==> src/rtl/websocket_frame_unmasker_top_assert.svh <==
// Assertion macros shared by the frame unmasker modules
`ifndef WEBSOCKET_FRAME_UNMASKER_TOP_ASSERT_SVH
`define WEBSOCKET_FRAME_UNMASKER_TOP_ASSERT_SVH

// Same-cycle implication, sampled on clk, off while arst_n is low
`define WSU_ASSERT_NOW(label, ante, cons) \
	label: assert property (@(posedge clk) disable iff (!arst_n) (ante) |-> (cons)) \
		else $error("frame unmasker assertion failed");

// Next-cycle implication, sampled on clk, off while arst_n is low
`define WSU_ASSERT_NEXT(label, ante, cons) \
	label: assert property (@(posedge clk) disable iff (!arst_n) (ante) |=> (cons)) \
		else $error("frame unmasker assertion failed");

`endif

==> src/rtl/wsu_pkg.sv <==
// Types and constants shared by the frame unmasker modules
`timescale 1ns / 1ps
package wsu_pkg;

	localparam int S_TDATA_W = 24;
	localparam int M_TDATA_W = 8;
	localparam int STATUS_W  = 3;
	localparam int LEN_W     = 16;

	typedef enum logic [2:0] {
		PH_IDLE = 3'd0,
		PH_EXT  = 3'd1,
		PH_KEY  = 3'd2,
		PH_DATA = 3'd3
	} phase_t;

	typedef enum logic [STATUS_W-1:0] {
		ST_BYTE     = 3'd0,
		ST_BADFLAGS = 3'd1,
		ST_LEN64    = 3'd2,
		ST_TOOLONG  = 3'd3,
		ST_EMPTY    = 3'd4
	} status_t;

	localparam logic FUNC_HEADER = 1'b0;
	localparam logic FUNC_BYTE   = 1'b1;

	localparam logic [LEN_W-1:0] MAX_LEN_RESET  = 16'd256;
	localparam logic [6:0]       LEN_CODE_EXT16 = 7'd126;
	localparam logic [6:0]       LEN_CODE_EXT64 = 7'd127;
	localparam logic [2:0]       EXT_LEN_BYTES  = 3'd2;
	localparam logic [2:0]       KEY_BYTES      = 3'd4;

	typedef struct packed {
		logic       func;
		logic       fin_bit;
		logic       mask_bit;
		logic [6:0] base_length;
		logic [7:0] frame_byte;
	} item_t;

	typedef struct packed {
		logic [7:0] payload_byte;
		status_t    status;
		logic       last;
	} result_t;

endpackage

==> src/rtl/wsu_parser.sv <==
// Frame parser: header checks, length and key capture, payload unmasking
`timescale 1ns / 1ps
`include "websocket_frame_unmasker_top_assert.svh"
module wsu_parser (
	input  logic                      clk,
	input  logic                      arst_n,
	input  logic                      cfg_we,
	input  logic [wsu_pkg::LEN_W-1:0] cfg_wdata,
	input  logic                      adv,
	input  wsu_pkg::item_t            item,
	output logic                      res_valid,
	output wsu_pkg::result_t          res
);
	import wsu_pkg::*;

	phase_t             phase_q, phase_d;
	logic [LEN_W-1:0]   ext_len_q, ext_len_d;
	logic [31:0]        key_q, key_d;
	logic [2:0]         hbc_q, hbc_d;
	logic [LEN_W-1:0]   rem_q, rem_d;
	logic [1:0]         kidx_q, kidx_d;
	logic [LEN_W-1:0]   max_len_q;
	logic               len_known;
	logic [LEN_W-1:0]   len_val;
	logic [7:0]         key_byte;

	always_comb begin
		case (kidx_q)
			2'd0: key_byte = key_q[31:24];
			2'd1: key_byte = key_q[23:16];
			2'd2: key_byte = key_q[15:8];
			default: key_byte = key_q[7:0];
		endcase
	end

	always_comb begin
		phase_d          = phase_q;
		ext_len_d        = ext_len_q;
		key_d            = key_q;
		hbc_d            = hbc_q;
		rem_d            = rem_q;
		kidx_d           = kidx_q;
		res_valid        = 1'b0;
		res.payload_byte = 8'd0;
		res.status       = ST_BYTE;
		res.last         = 1'b0;
		len_known        = 1'b0;
		len_val          = '0;

		if (item.func == FUNC_HEADER) begin
			// a header abandons any frame in progress
			hbc_d  = 3'd0;
			kidx_d = 2'd0;
			rem_d  = '0;
			if (!item.mask_bit || !item.fin_bit) begin
				phase_d    = PH_IDLE;
				res_valid  = 1'b1;
				res.status = ST_BADFLAGS;
				res.last   = 1'b1;
			end else if (item.base_length == LEN_CODE_EXT64) begin
				phase_d    = PH_IDLE;
				res_valid  = 1'b1;
				res.status = ST_LEN64;
				res.last   = 1'b1;
			end else if (item.base_length == LEN_CODE_EXT16) begin
				ext_len_d = '0;
				phase_d   = PH_EXT;
			end else begin
				len_known = 1'b1;
				len_val   = {{(LEN_W-7){1'b0}}, item.base_length};
			end
		end else begin
			case (phase_q)
				PH_EXT: begin
					ext_len_d = {ext_len_q[7:0], item.frame_byte};
					hbc_d     = hbc_q + 3'd1;
					if (hbc_d >= EXT_LEN_BYTES) begin
						len_known = 1'b1;
						len_val   = ext_len_d;
					end
				end
				PH_KEY: begin
					key_d = {key_q[23:0], item.frame_byte};
					hbc_d = hbc_q + 3'd1;
					if (hbc_d >= KEY_BYTES) begin
						kidx_d  = 2'd0;
						phase_d = PH_DATA;
					end
				end
				PH_DATA: begin
					kidx_d           = kidx_q + 2'd1;
					rem_d            = rem_q - 16'd1;
					res_valid        = 1'b1;
					res.payload_byte = item.frame_byte ^ key_byte;
					res.last         = (rem_d == '0);
					if (rem_d == '0) begin
						phase_d = PH_IDLE;
					end
				end
				default: begin
					// drop bytes while idle
					phase_d = PH_IDLE;
				end
			endcase
		end

		if (len_known) begin
			if (len_val > max_len_q) begin
				phase_d    = PH_IDLE;
				res_valid  = 1'b1;
				res.status = ST_TOOLONG;
				res.last   = 1'b1;
			end else if (len_val == '0) begin
				phase_d    = PH_IDLE;
				res_valid  = 1'b1;
				res.status = ST_EMPTY;
				res.last   = 1'b1;
			end else begin
				rem_d   = len_val;
				hbc_d   = 3'd0;
				key_d   = '0;
				phase_d = PH_KEY;
			end
		end
	end

	always_ff @(posedge clk or negedge arst_n) begin
		if (!arst_n) begin
			phase_q   <= PH_IDLE;
			ext_len_q <= '0;
			key_q     <= '0;
			hbc_q     <= 3'd0;
			rem_q     <= '0;
			kidx_q    <= 2'd0;
		end else if (adv) begin
			phase_q   <= phase_d;
			ext_len_q <= ext_len_d;
			key_q     <= key_d;
			hbc_q     <= hbc_d;
			rem_q     <= rem_d;
			kidx_q    <= kidx_d;
		end
	end

	always_ff @(posedge clk or negedge arst_n) begin
		if (!arst_n) begin
			max_len_q <= MAX_LEN_RESET;
		end else if (cfg_we) begin
			max_len_q <= cfg_wdata;
		end
	end

	`WSU_ASSERT_NOW(a_data_has_bytes_left, phase_q == PH_DATA, rem_q != '0)
	`WSU_ASSERT_NOW(a_ext_count_range, phase_q == PH_EXT, hbc_q < EXT_LEN_BYTES)
	`WSU_ASSERT_NEXT(a_bad_flags_go_idle, adv && item.func == FUNC_HEADER && !item.mask_bit, phase_q == PH_IDLE)

endmodule

==> src/rtl/wsu_obuf.sv <==
// Result register between the parser and the output stream
`timescale 1ns / 1ps
module wsu_obuf (
	input  logic             clk,
	input  logic             arst_n,
	input  logic             adv,
	input  logic             res_valid,
	input  wsu_pkg::result_t res,
	input  logic             out_ready,
	output logic             out_valid,
	output wsu_pkg::result_t out_res,
	output logic             free
);
	import wsu_pkg::*;

	logic    valid_s2;
	result_t res_s2;

	// the slot frees up in the same cycle as the held item is taken
	assign free      = !valid_s2 || out_ready;
	assign out_valid = valid_s2;
	assign out_res   = res_s2;

	always_ff @(posedge clk or negedge arst_n) begin
		if (!arst_n) begin
			valid_s2 <= 1'b0;
		end else if (adv) begin
			valid_s2 <= res_valid;
		end else if (out_ready) begin
			valid_s2 <= 1'b0;
		end
	end

	always_ff @(posedge clk) begin
		if (adv) begin
			res_s2 <= res;
		end
	end

endmodule

==> src/rtl/websocket_frame_unmasker_top.sv <==
// An accepted item passes through the input register and the parser into the result register, which drives the output.
// Throughput: one item per cycle; the input register hands on an item whenever the
// result register is empty or being taken, so a stall only holds on downstream tready.
// Items that cause no result (key, extended length, idle bytes) still pass through the input register and parser.
// Reset (arst_n low, asynchronous): both stages empty, parser idle, length limit 256.
// Top level of the frame unmasker: input register, parser, result register
`timescale 1ns / 1ps
`include "websocket_frame_unmasker_top_assert.svh"
module websocket_frame_unmasker_top (
	input  logic                          clk,
	input  logic                          arst_n,
	input  logic                          cfg_we,
	input  logic [wsu_pkg::LEN_W-1:0]     cfg_wdata,    // max_payload_length
	input  logic                          s_axis_tvalid,
	output logic                          s_axis_tready,
	// fin_bit [0], mask_bit [1], base_length [8:2], frame_byte [16:9], zero [23:17]
	input  logic [wsu_pkg::S_TDATA_W-1:0] s_axis_tdata,
	input  logic                          s_axis_tuser, // func
	output logic                          m_axis_tvalid,
	input  logic                          m_axis_tready,
	output logic [wsu_pkg::M_TDATA_W-1:0] m_axis_tdata, // payload_byte [7:0]
	output logic [wsu_pkg::STATUS_W-1:0]  m_axis_tuser, // status [2:0]
	output logic                          m_axis_tlast  // last
);
	import wsu_pkg::*;

	item_t   item_in;
	item_t   item_s1;
	logic    valid_s1;
	logic    adv;
	logic    free;
	logic    res_valid;
	result_t res;
	result_t out_res;

	assign item_in.func        = s_axis_tuser;
	assign item_in.fin_bit     = s_axis_tdata[0];
	assign item_in.mask_bit    = s_axis_tdata[1];
	assign item_in.base_length = s_axis_tdata[8:2];
	assign item_in.frame_byte  = s_axis_tdata[16:9];

	assign adv           = valid_s1 && free;
	assign s_axis_tready = !valid_s1 || adv;

	always_ff @(posedge clk or negedge arst_n) begin
		if (!arst_n) begin
			valid_s1 <= 1'b0;
		end else if (s_axis_tvalid && s_axis_tready) begin
			valid_s1 <= 1'b1;
		end else if (adv) begin
			valid_s1 <= 1'b0;
		end
	end

	always_ff @(posedge clk) begin
		if (s_axis_tvalid && s_axis_tready) begin
			item_s1 <= item_in;
		end
	end

	wsu_parser u_parser (
		.clk       (clk),
		.arst_n    (arst_n),
		.cfg_we    (cfg_we),
		.cfg_wdata (cfg_wdata),
		.adv       (adv),
		.item      (item_s1),
		.res_valid (res_valid),
		.res       (res)
	);

	wsu_obuf u_obuf (
		.clk       (clk),
		.arst_n    (arst_n),
		.adv       (adv),
		.res_valid (res_valid),
		.res       (res),
		.out_ready (m_axis_tready),
		.out_valid (m_axis_tvalid),
		.out_res   (out_res),
		.free      (free)
	);

	assign m_axis_tdata = out_res.payload_byte;
	assign m_axis_tuser = out_res.status;
	assign m_axis_tlast = out_res.last;

	`WSU_ASSERT_NOW(a_status_is_last, m_axis_tvalid && m_axis_tuser != ST_BYTE, m_axis_tlast)
	`WSU_ASSERT_NOW(a_reject_has_no_byte, m_axis_tvalid && m_axis_tuser != ST_BYTE, m_axis_tdata == '0)

endmodule
==> config.mk <==
export PLATFORM = sky130hd
export DESIGN_NAME = websocket_frame_unmasker_top
export DESIGN_NICKNAME = d
export VERILOG_FILES = /design/src/rtl/wsu_pkg.sv /design/src/rtl/wsu_parser.sv /design/src/rtl/wsu_obuf.sv /design/src/rtl/websocket_frame_unmasker_top.sv
export VERILOG_INCLUDE_DIRS = /design/src /design/src/rtl
export SDC_FILE = /design/constraint.sdc
export NUM_CORES = 1
export LEC_CHECK = 0
export ABC_AREA = 1
export BUFFER_PORTS_ARGS = -buffer_cell sky130_fd_sc_hd__buf_2
export CAP_MARGIN = 20
export CORE_ASPECT_RATIO = 1.5
export CORE_MARGIN = 1.5
export CORE_UTILIZATION = 55
export DETAILED_ROUTE_END_ITERATION = 10
export GPL_ROUTABILITY_DRIVEN = 0
export PLACE_DENSITY_LB_ADDON = 0.3
export SYNTH_ARGS = -nofsm -noshare
export SYNTH_HDL_FRONTEND = slang
export SYNTH_SLANG_ARGS = --single-unit
export TNS_END_PERCENT = 50
==> constraint.sdc <==
create_clock -name clk -period 3.8 [get_ports clk]
set_input_delay 0.76 -clock clk [delete_from_list [all_inputs] [get_ports clk]]
set_output_delay 0.76 -clock clk [all_outputs]
set_load 0.02 [all_outputs]
==> results.py, run 1 <==
metrics = {
    "status": {
        "run_status": "finished, final reports clean",
    },
    "die": {
        "start_util_pct": 56.3,
        "dieHeight_um": 136,
        "die_x_um": 91.7,
        "core_area_sq_mm": 0.0115,
        "ios": 60,
        "fp-row-count": 48,
        "fp.dieArea_sq_mm": 0.0125,
    },
    "clock_tree": {
        "cts.repair.resized": 0,
        "post-cts-setup-buffers": 0,
        "cts_hold_buffers": 0,
        "path_clk_slew_ns": 0.07,
        "clockBufferDepth": 2,
        "insertion_delay_ns": 0.34,
        "cts_inserted_buffers": 9,
        "htreeDepth": 3,
        "cts_num_sinks": 111,
        "cts-root-buf": "clkbuf_16",
        "cts_tree": "yes",
    },
    "synth": {
        "async_reset_ff_share_pct": 73.0,
        "seq_area_frac_synth_pct": 45.1,
        "yosysTopAreaCell": "dfrtp_1",
        "synth.net_count": 890,
        "netlist_top_cells_count": "nand2_1, inv_1, dfrtp_1, o21ai_0, a21oi_1",
        "ys_warn_count": 0,
        "postSynthAreaPerCell_sq_um": 7.94,
        "synth-edff-count": 30,
        "synth_top_area_share_pct": 30.8,
        "synthFlopType": "dfrtp_1",
        "yosys-top-cells-area": "dfrtp_1, edfxtp_1, nand2_1",
        "ys_seq_elements": 111,
        "postSynthCellCount": 818,
        "synth_area_sq_mm": 0.00650,
        "yosysMostFrequentCell": "nand2_1",
        "yosysUniqueCellTypes": 38,
    },
    "setup_path": {
        "worstSetupStartpointType": "flop",
        "crit_path_end_kind": "flop",
        "crit_buf_inv": 4,
        "cp_top_family": "simple AND/OR/NAND/NOR gates",
        "path_common_cell": "o21ai_0",
        "required_ns": 3.99,
        "cp.arrival_ns": 3.40,
        "cp_slowest_cell": "dfrtp_1",
        "critPathKind": "flop to flop",
        "crit_fanout": 36,
        "max_stage_delay_ns": 0.40,
        "crit_path_cell_trace": "ha_1 -> xnor2_2 -> nand2_4 -> nand2_8 -> inv_4 -> nand2_2 -> nand2_2 -> ha_1 -> inv_1 -> nor2_1 -> o21ai_0 -> a21oi_1 -> o21ai_0 -> nand2_1 -> nand2_1 -> o21ai_4 -> buf_12 -> buf_4 -> o211ai_1 -> o21ai_0",
    },
    "sta": {
        "max_freq_mhz": 312,
        "rsz0062_at_grt": "no",
        "finalClockSkew_ns": 0.00601,
        "slew_headroom_pct": 50.2,
        "worst_pin_slew_ns": 0.745,
        "finalCritPeriodShare_pct": 84.3,
        "hold_viol": 0,
        "fin_crit_ns": 3.20,
        "setup_violations": 0,
        "fin_tns_setup_ns": 0,
        "drv_slew": 0,
    },
    "layout": {
        "drive_gt1_share_pct": 12.4,
        "antenna_cells": 0,
        "fin_cells": 1010,
        "area_delta_synth_final_pct": 10.4,
        "nets": 927,
    },
    "placed_design": {
        "dp.cells": 991,
        "detailed_place_hpwl_mm": 11.1,
        "portBuffers": 52,
    },
    "grt": {
        "grt_use_total_pct": 26.4,
        "grt_max_degree": 82,
        "gr-total-overflow": 0,
        "first_global_vias": 5621,
        "antenna_found_initial": 0,
        "grt_pass1_wl_mm": 26.1,
    },
    "worst_hold_path": {
        "min-delay-path-class": "input pin to async pin",
    },
    "detailed_routing": {
        "dr.pass1.iters": 6,
        "drc_errors": 0,
        "vias_per_cell": 5.77,
        "detail_route.iter0.violations": 376,
        "wire_per_inst_um": 15.5,
        "drt-total-wl_mm": 15.7,
        "postRouteAntennaNets": 0,
        "vias": 5829,
    },
    "power_and_ir_drop": {
        "ir_drop_mv": 0.258,
        "power.leakage_nw": 3.43,
        "power.density_mw_per_mm2": 621,
    },
    "job": {
        "maxCapViolCount": 0,
    },
}
per-stage QoR:
step | hold WS [ns] | instance area [sq um] | setup slack (ns) | utilization, % | power [mW]
global placement | 0.483 | 6820 | 0.521 | 59.1 | 3.41
floorplan | 0.463 | 6500 | 0.872 | - | 3.09
CTS | 0.517 | 7100 | 0.421 | 61.6 | 4.40
finish | 0.252 | 7170 | 0.597 | 62.2 | 4.45
global route | 0.250 | 7170 | 0.359 | 62.2 | 4.77
detailed placement | 0.507 | 6820 | 0.449 | 59.1 | 3.49
state kept, by name (all words and copies together), names as in the netlist, 3 cells and up:
| name | flops |
|---|---|
| u_parser.key_q | 32 |
| u_parser.rem_q | 16 |
| u_obuf.out_res | 12 |
| u_parser.ext_len_q | 8 |
| item_s1 | 18 |
| u_parser.hbc_q | 3 |
| u_parser.max_len_q | 16 |
path summary, 6_finish.rpt:
check / end / cells past startpoint / startpoint / slack [ns]
max in group asynchronous: u_parser.max_len_q[8]$_DFFE_PN1P_ / 2 / arst_n / 2.90
max reg2reg: u_parser.key_q[19]$_DFFE_PN0P_ / 20 / u_parser.hbc_q[0]$_DFFE_PN0P_ / 0.60
min reg2reg: u_parser.max_len_q[8]$_DFFE_PN1P_ / 2 / u_parser.max_len_q[8]$_DFFE_PN1P_ / 0.51
min: u_parser.key_q[25]$_DFFE_PN0P_ / 1 / arst_n / 0.25
max: u_parser.key_q[19]$_DFFE_PN0P_ / 20 / u_parser.hbc_q[0]$_DFFE_PN0P_ / 0.60
min in group clk: u_parser.max_len_q[8]$_DFFE_PN1P_ / 2 / u_parser.max_len_q[8]$_DFFE_PN1P_ / 0.51
routing by layer:
metal  track usage (%)  vias to the layer above  part of all wire [%]  wire [um]
li1                  -                     2800                     -          -
met1              30.0                     2749                    38       5920
met2              47.5                      225                    52       8220
met3              3.36                       55                   5.2        814
met4              15.0                        0                   4.5        697
met5                 0                        -                     0          0
worst reg2reg max path: stages, from the launching register on:
cell and delay [ns]:
dfrtp_1 0.40, ha_1 0.24, xnor2_2 0.26, nand2_4 0.15, nand2_8 0.12, inv_4 0.06, nand2_2 0.06, nand2_2 0.08
ha_1 0.32, inv_1 0.06, nor2_1 0.03, o21ai_0 0.13, a21oi_1 0.08, o21ai_0 0.16, nand2_1 0.09, nand2_1 0.14
o21ai_4 0.10, buf_12 0.19, buf_4 0.18, o211ai_1 0.08, o21ai_0 0.12
layout by cell type, fill, tap and decap left out, types with 26 or more instances in the layout:
| cell | count |
|---|---|
| a21oi_1 | 60 |
| buf_2 | 51 |
| dfrtp_1 | 80 |
| edfxtp_1 | 30 |
| ha_1 | 26 |
| inv_1 | 124 |
| nand2_1 | 163 |
| nand3_1 | 55 |
| nor2_1 | 50 |
| o211ai_1 | 34 |
| o21ai_0 | 71 |
| o22ai_1 | 33 |
power breakdown:
part	total [mW]	internal, mW	switching [mW]
clock network	0.909	0.470	0.439
registers	1.75	1.54	0.209
logic	1.79	0.581	1.21
total	4.45	2.59	1.86
cells by family after synthesis:
kind of cell	Yosys count	synth area share, %
AND/OR/NAND/NOR	296	19.6
AO/OA/AOI/OAI	215	19.0
XOR/XNOR	7	1.06
multiplexers	1	0.173
buffers and inverters	162	10.1
flip-flops	111	45.1
adder cells (fa/ha/maj)	26	5.01
layout make-up:
class	count	area, sq um
clock buffer	11	243
clock inverter	5	41.3
fill	1036	4360
inverter	127	479
multi-input combinational	545	2920
sequential	111	2930
tap	150	188
timing repair buffer	61	375
Power figures use the tool's default switching activity.
==> inputs of run 2 (changes only) <==
--- a/config.mk
+++ b/config.mk
@@ -11,7 +11,7 @@
 export CAP_MARGIN = 20
 export CORE_ASPECT_RATIO = 1.5
 export CORE_MARGIN = 1.5
-export CORE_UTILIZATION = 55
+export CORE_UTILIZATION = 54
 export DETAILED_ROUTE_END_ITERATION = 10
 export GPL_ROUTABILITY_DRIVEN = 0
 export PLACE_DENSITY_LB_ADDON = 0.3
==> constraint.sdc (replaced) <==
create_clock -name clk -period 2.9 [get_ports clk]
set_input_delay 0.58 -clock clk [delete_from_list [all_inputs] [get_ports clk]]
set_output_delay 0.58 -clock clk [all_outputs]
set_load 0.02 [all_outputs]
==> results.py, run 2 (synthesized netlist as in run 1, its figures left out) <==
metrics = {
    "setup_path": {
        "path_common_cell": "nand2_2",
        "worstSetupStartpointType": "flop",
        "cp_top_family": "simple AND/OR/NAND/NOR gates",
        "crit_buf_inv": 2,
        "required_ns": 3.12,
        "crit_path_end_kind": "flop",
        "cp_slowest_cell": "dfrtp_1",
        "max_stage_delay_ns": 0.41,
        "cp.arrival_ns": 3.13,
        "critPathKind": "flop to flop",
        "crit_path_cell_trace": "ha_4 -> xnor2_4 -> nand2_4 -> nand2_8 -> buf_4 -> nor2_4 -> ha_1 -> nand2_2 -> o21bai_4 -> a21oi_2 -> nor2_1 -> nand2_1 -> nand2_2 -> o21ai_4 -> clkbuf_16 -> nand2_2 -> nand3_2 -> o21ai_1",
        "reg2reg_setup_slack_ns": -0.01,
        "crit_fanout": 7,
    },
    "grt": {
        "top_usage_layer": "met2",
        "grt_use_total_pct": 28.0,
        "gr-total-overflow": 0,
        "first_global_vias": 5977,
        "grt_util_met1_pct": 30.1,
        "grt_pass1_wl_mm": 27.6,
        "use_met3_pct": 2.92,
        "met2_usage_pct": 51.0,
        "grt_max_degree": 53,
        "antenna_found_initial": 0,
    },
    "sta": {
        "hold_viol": 0,
        "finalCritPeriodShare_pct": 100,
        "drv_slew": 0,
        "fin_crit_ns": 2.91,
        "max_freq_mhz": 343,
        "setup_ws_ns": -0.0132,
        "fin_tns_setup_ns": -0.0191,
        "finalClockSkew_ns": 0.0114,
        "rsz0062_at_grt": "yes",
        "setup_violations": 2,
        "worst_pin_slew_ns": 0.692,
        "slew_headroom_pct": 53.9,
    },
    "detailed_routing": {
        "vias_per_cell": 5.74,
        "postRouteAntennaNets": 0,
        "detail_route.iter0.violations": 395,
        "drc_errors": 0,
        "dr.pass1.iters": 5,
        "drt-total-wl_mm": 17.3,
        "wire_per_inst_um": 16.5,
        "vias": 6039,
    },
    "die": {
        "start_util_pct": 56.0,
        "ios": 60,
        "die_x_um": 92.6,
        "fp.dieArea_sq_mm": 0.0127,
        "core_area_sq_mm": 0.0116,
        "fp-row-count": 48,
        "dieHeight_um": 137,
    },
    "clock_tree": {
        "path_clk_slew_ns": 0.07,
        "cts_tree": "yes",
        "cts_num_sinks": 111,
        "cts-root-buf": "clkbuf_16",
        "htreeDepth": 3,
        "cts_inserted_buffers": 9,
        "clockBufferDepth": 2,
        "cts_hold_buffers": 0,
        "insertion_delay_ns": 0.36,
    },
    "layout": {
        "final_common_cell": "nand2_1",
        "final_cell_mix": "nand2_1, inv_1, dfrtp_1, a21oi_1, o21ai_0",
        "nets": 969,
        "top_register": "u_parser.key_q",
        "drive_gt1_share_pct": 20.3,
        "antenna_cells": 0,
        "reg_top3": "u_parser.key_q: 32 flops, item_s1: 18 flops",
        "largest_reg_flops": 32,
        "area_delta_synth_final_pct": 20.4,
    },
    "power_and_ir_drop": {
        "finalPower_mw": 6.35,
        "power.leakage_nw": 3.69,
        "power.density_mw_per_mm2": 812,
        "ir_drop_mv": 0.340,
    },
    "placed_design": {
        "portBuffers": 52,
        "place_ws_ns": -0.104,
        "detailed_place_hpwl_mm": 12.0,
    },
    "status": {
        "run_status": "finished with violations",
        "violations": "negative setup slack",
    },
    "job": {
        "maxCapViolCount": 0,
    },
    "worst_hold_path": {
        "min-delay-path-class": "input pin to async pin",
    },
}
==> run 2: path summary, 6_finish.rpt <==
check,start,to,cells past startpoint
setup / recovery,u_parser.hbc_q[1]$_DFFE_PN0P_,u_parser.rem_q[1]$_DFFE_PN0P_,18
hold / removal,arst_n,u_parser.key_q[3]$_DFFE_PN0P_,1
setup reg to reg,u_parser.hbc_q[1]$_DFFE_PN0P_,u_parser.rem_q[1]$_DFFE_PN0P_,18
hold reg to reg,u_parser.max_len_q[8]$_DFFE_PN1P_,u_parser.max_len_q[8]$_DFFE_PN1P_,2
max in group asynchronous,arst_n,u_parser.rem_q[8]$_DFFE_PN0P_,2
min in group clk,s_axis_tdata[13],item_s1[4]$_DFFE_PP_,1
==> run 2: layout make-up <==
type / count / area (sq um)
clock buffers: 10 / 229
clock inverters: 6 / 93.8
fillers: 919 / 3770
inverters: 127 / 484
multi-input cells: 545 / 3150
flip-flops and latches: 111 / 2930
well taps: 150 / 188
repair buffers: 103 / 746
==> run 2: per-stage QoR <==
step | hold WS (ns) | cell area (sq um) | cells | util [%]
floorplan | 0.284 | 6500 | 818 | -
global placement | 0.483 | 7160 | 1030 | 61.8
detailed placement | 0.489 | 7160 | 1030 | 61.8
CTS | 0.284 | 7510 | 1047 | 64.8
global route | 0.317 | 7820 | 1052 | 67.5
finish | 0.258 | 7820 | 1052 | 67.5
==> run 2: routing by layer <==
layer | vias to the layer above | routed length [um]
met5 | - | 0
met4 | 0 | 1060
met3 | 73 | 709
met2 | 229 | 9080
met1 | 2864 | 6480
li1 | 2873 | -
==> run 2: worst register-to-register path, stage by stage, from the launching register on <==
cell and delay [ns]:
dfrtp_1 0.41, ha_4 0.19, xnor2_4 0.19, nand2_4 0.11
nand2_8 0.12, buf_4 0.15, nor2_4 0.05, ha_1 0.28
nand2_2 0.06, o21bai_4 0.18, a21oi_2 0.14, nor2_1 0.06
nand2_1 0.10, nand2_2 0.11, o21ai_4 0.18, clkbuf_16 0.24
nand2_2 0.06, nand3_2 0.06, o21ai_1 0.07
==> run 2: timing repair <==
item / CTS / global route
buffers inserted: 1 / 3
resized for setup: 8 / 53
pin swaps: 3 / 20
gates cloned: 0 / 2
setup endpoints to repair: 54 / 56
==> run 2: report_power, final <==
part	leakage (nW)	internal [mW]	switching, mW
registers	1.34	2.02	0.277
logic	2.20	0.957	1.74
clock network	0.154	0.766	0.598
total	3.69	3.74	2.61
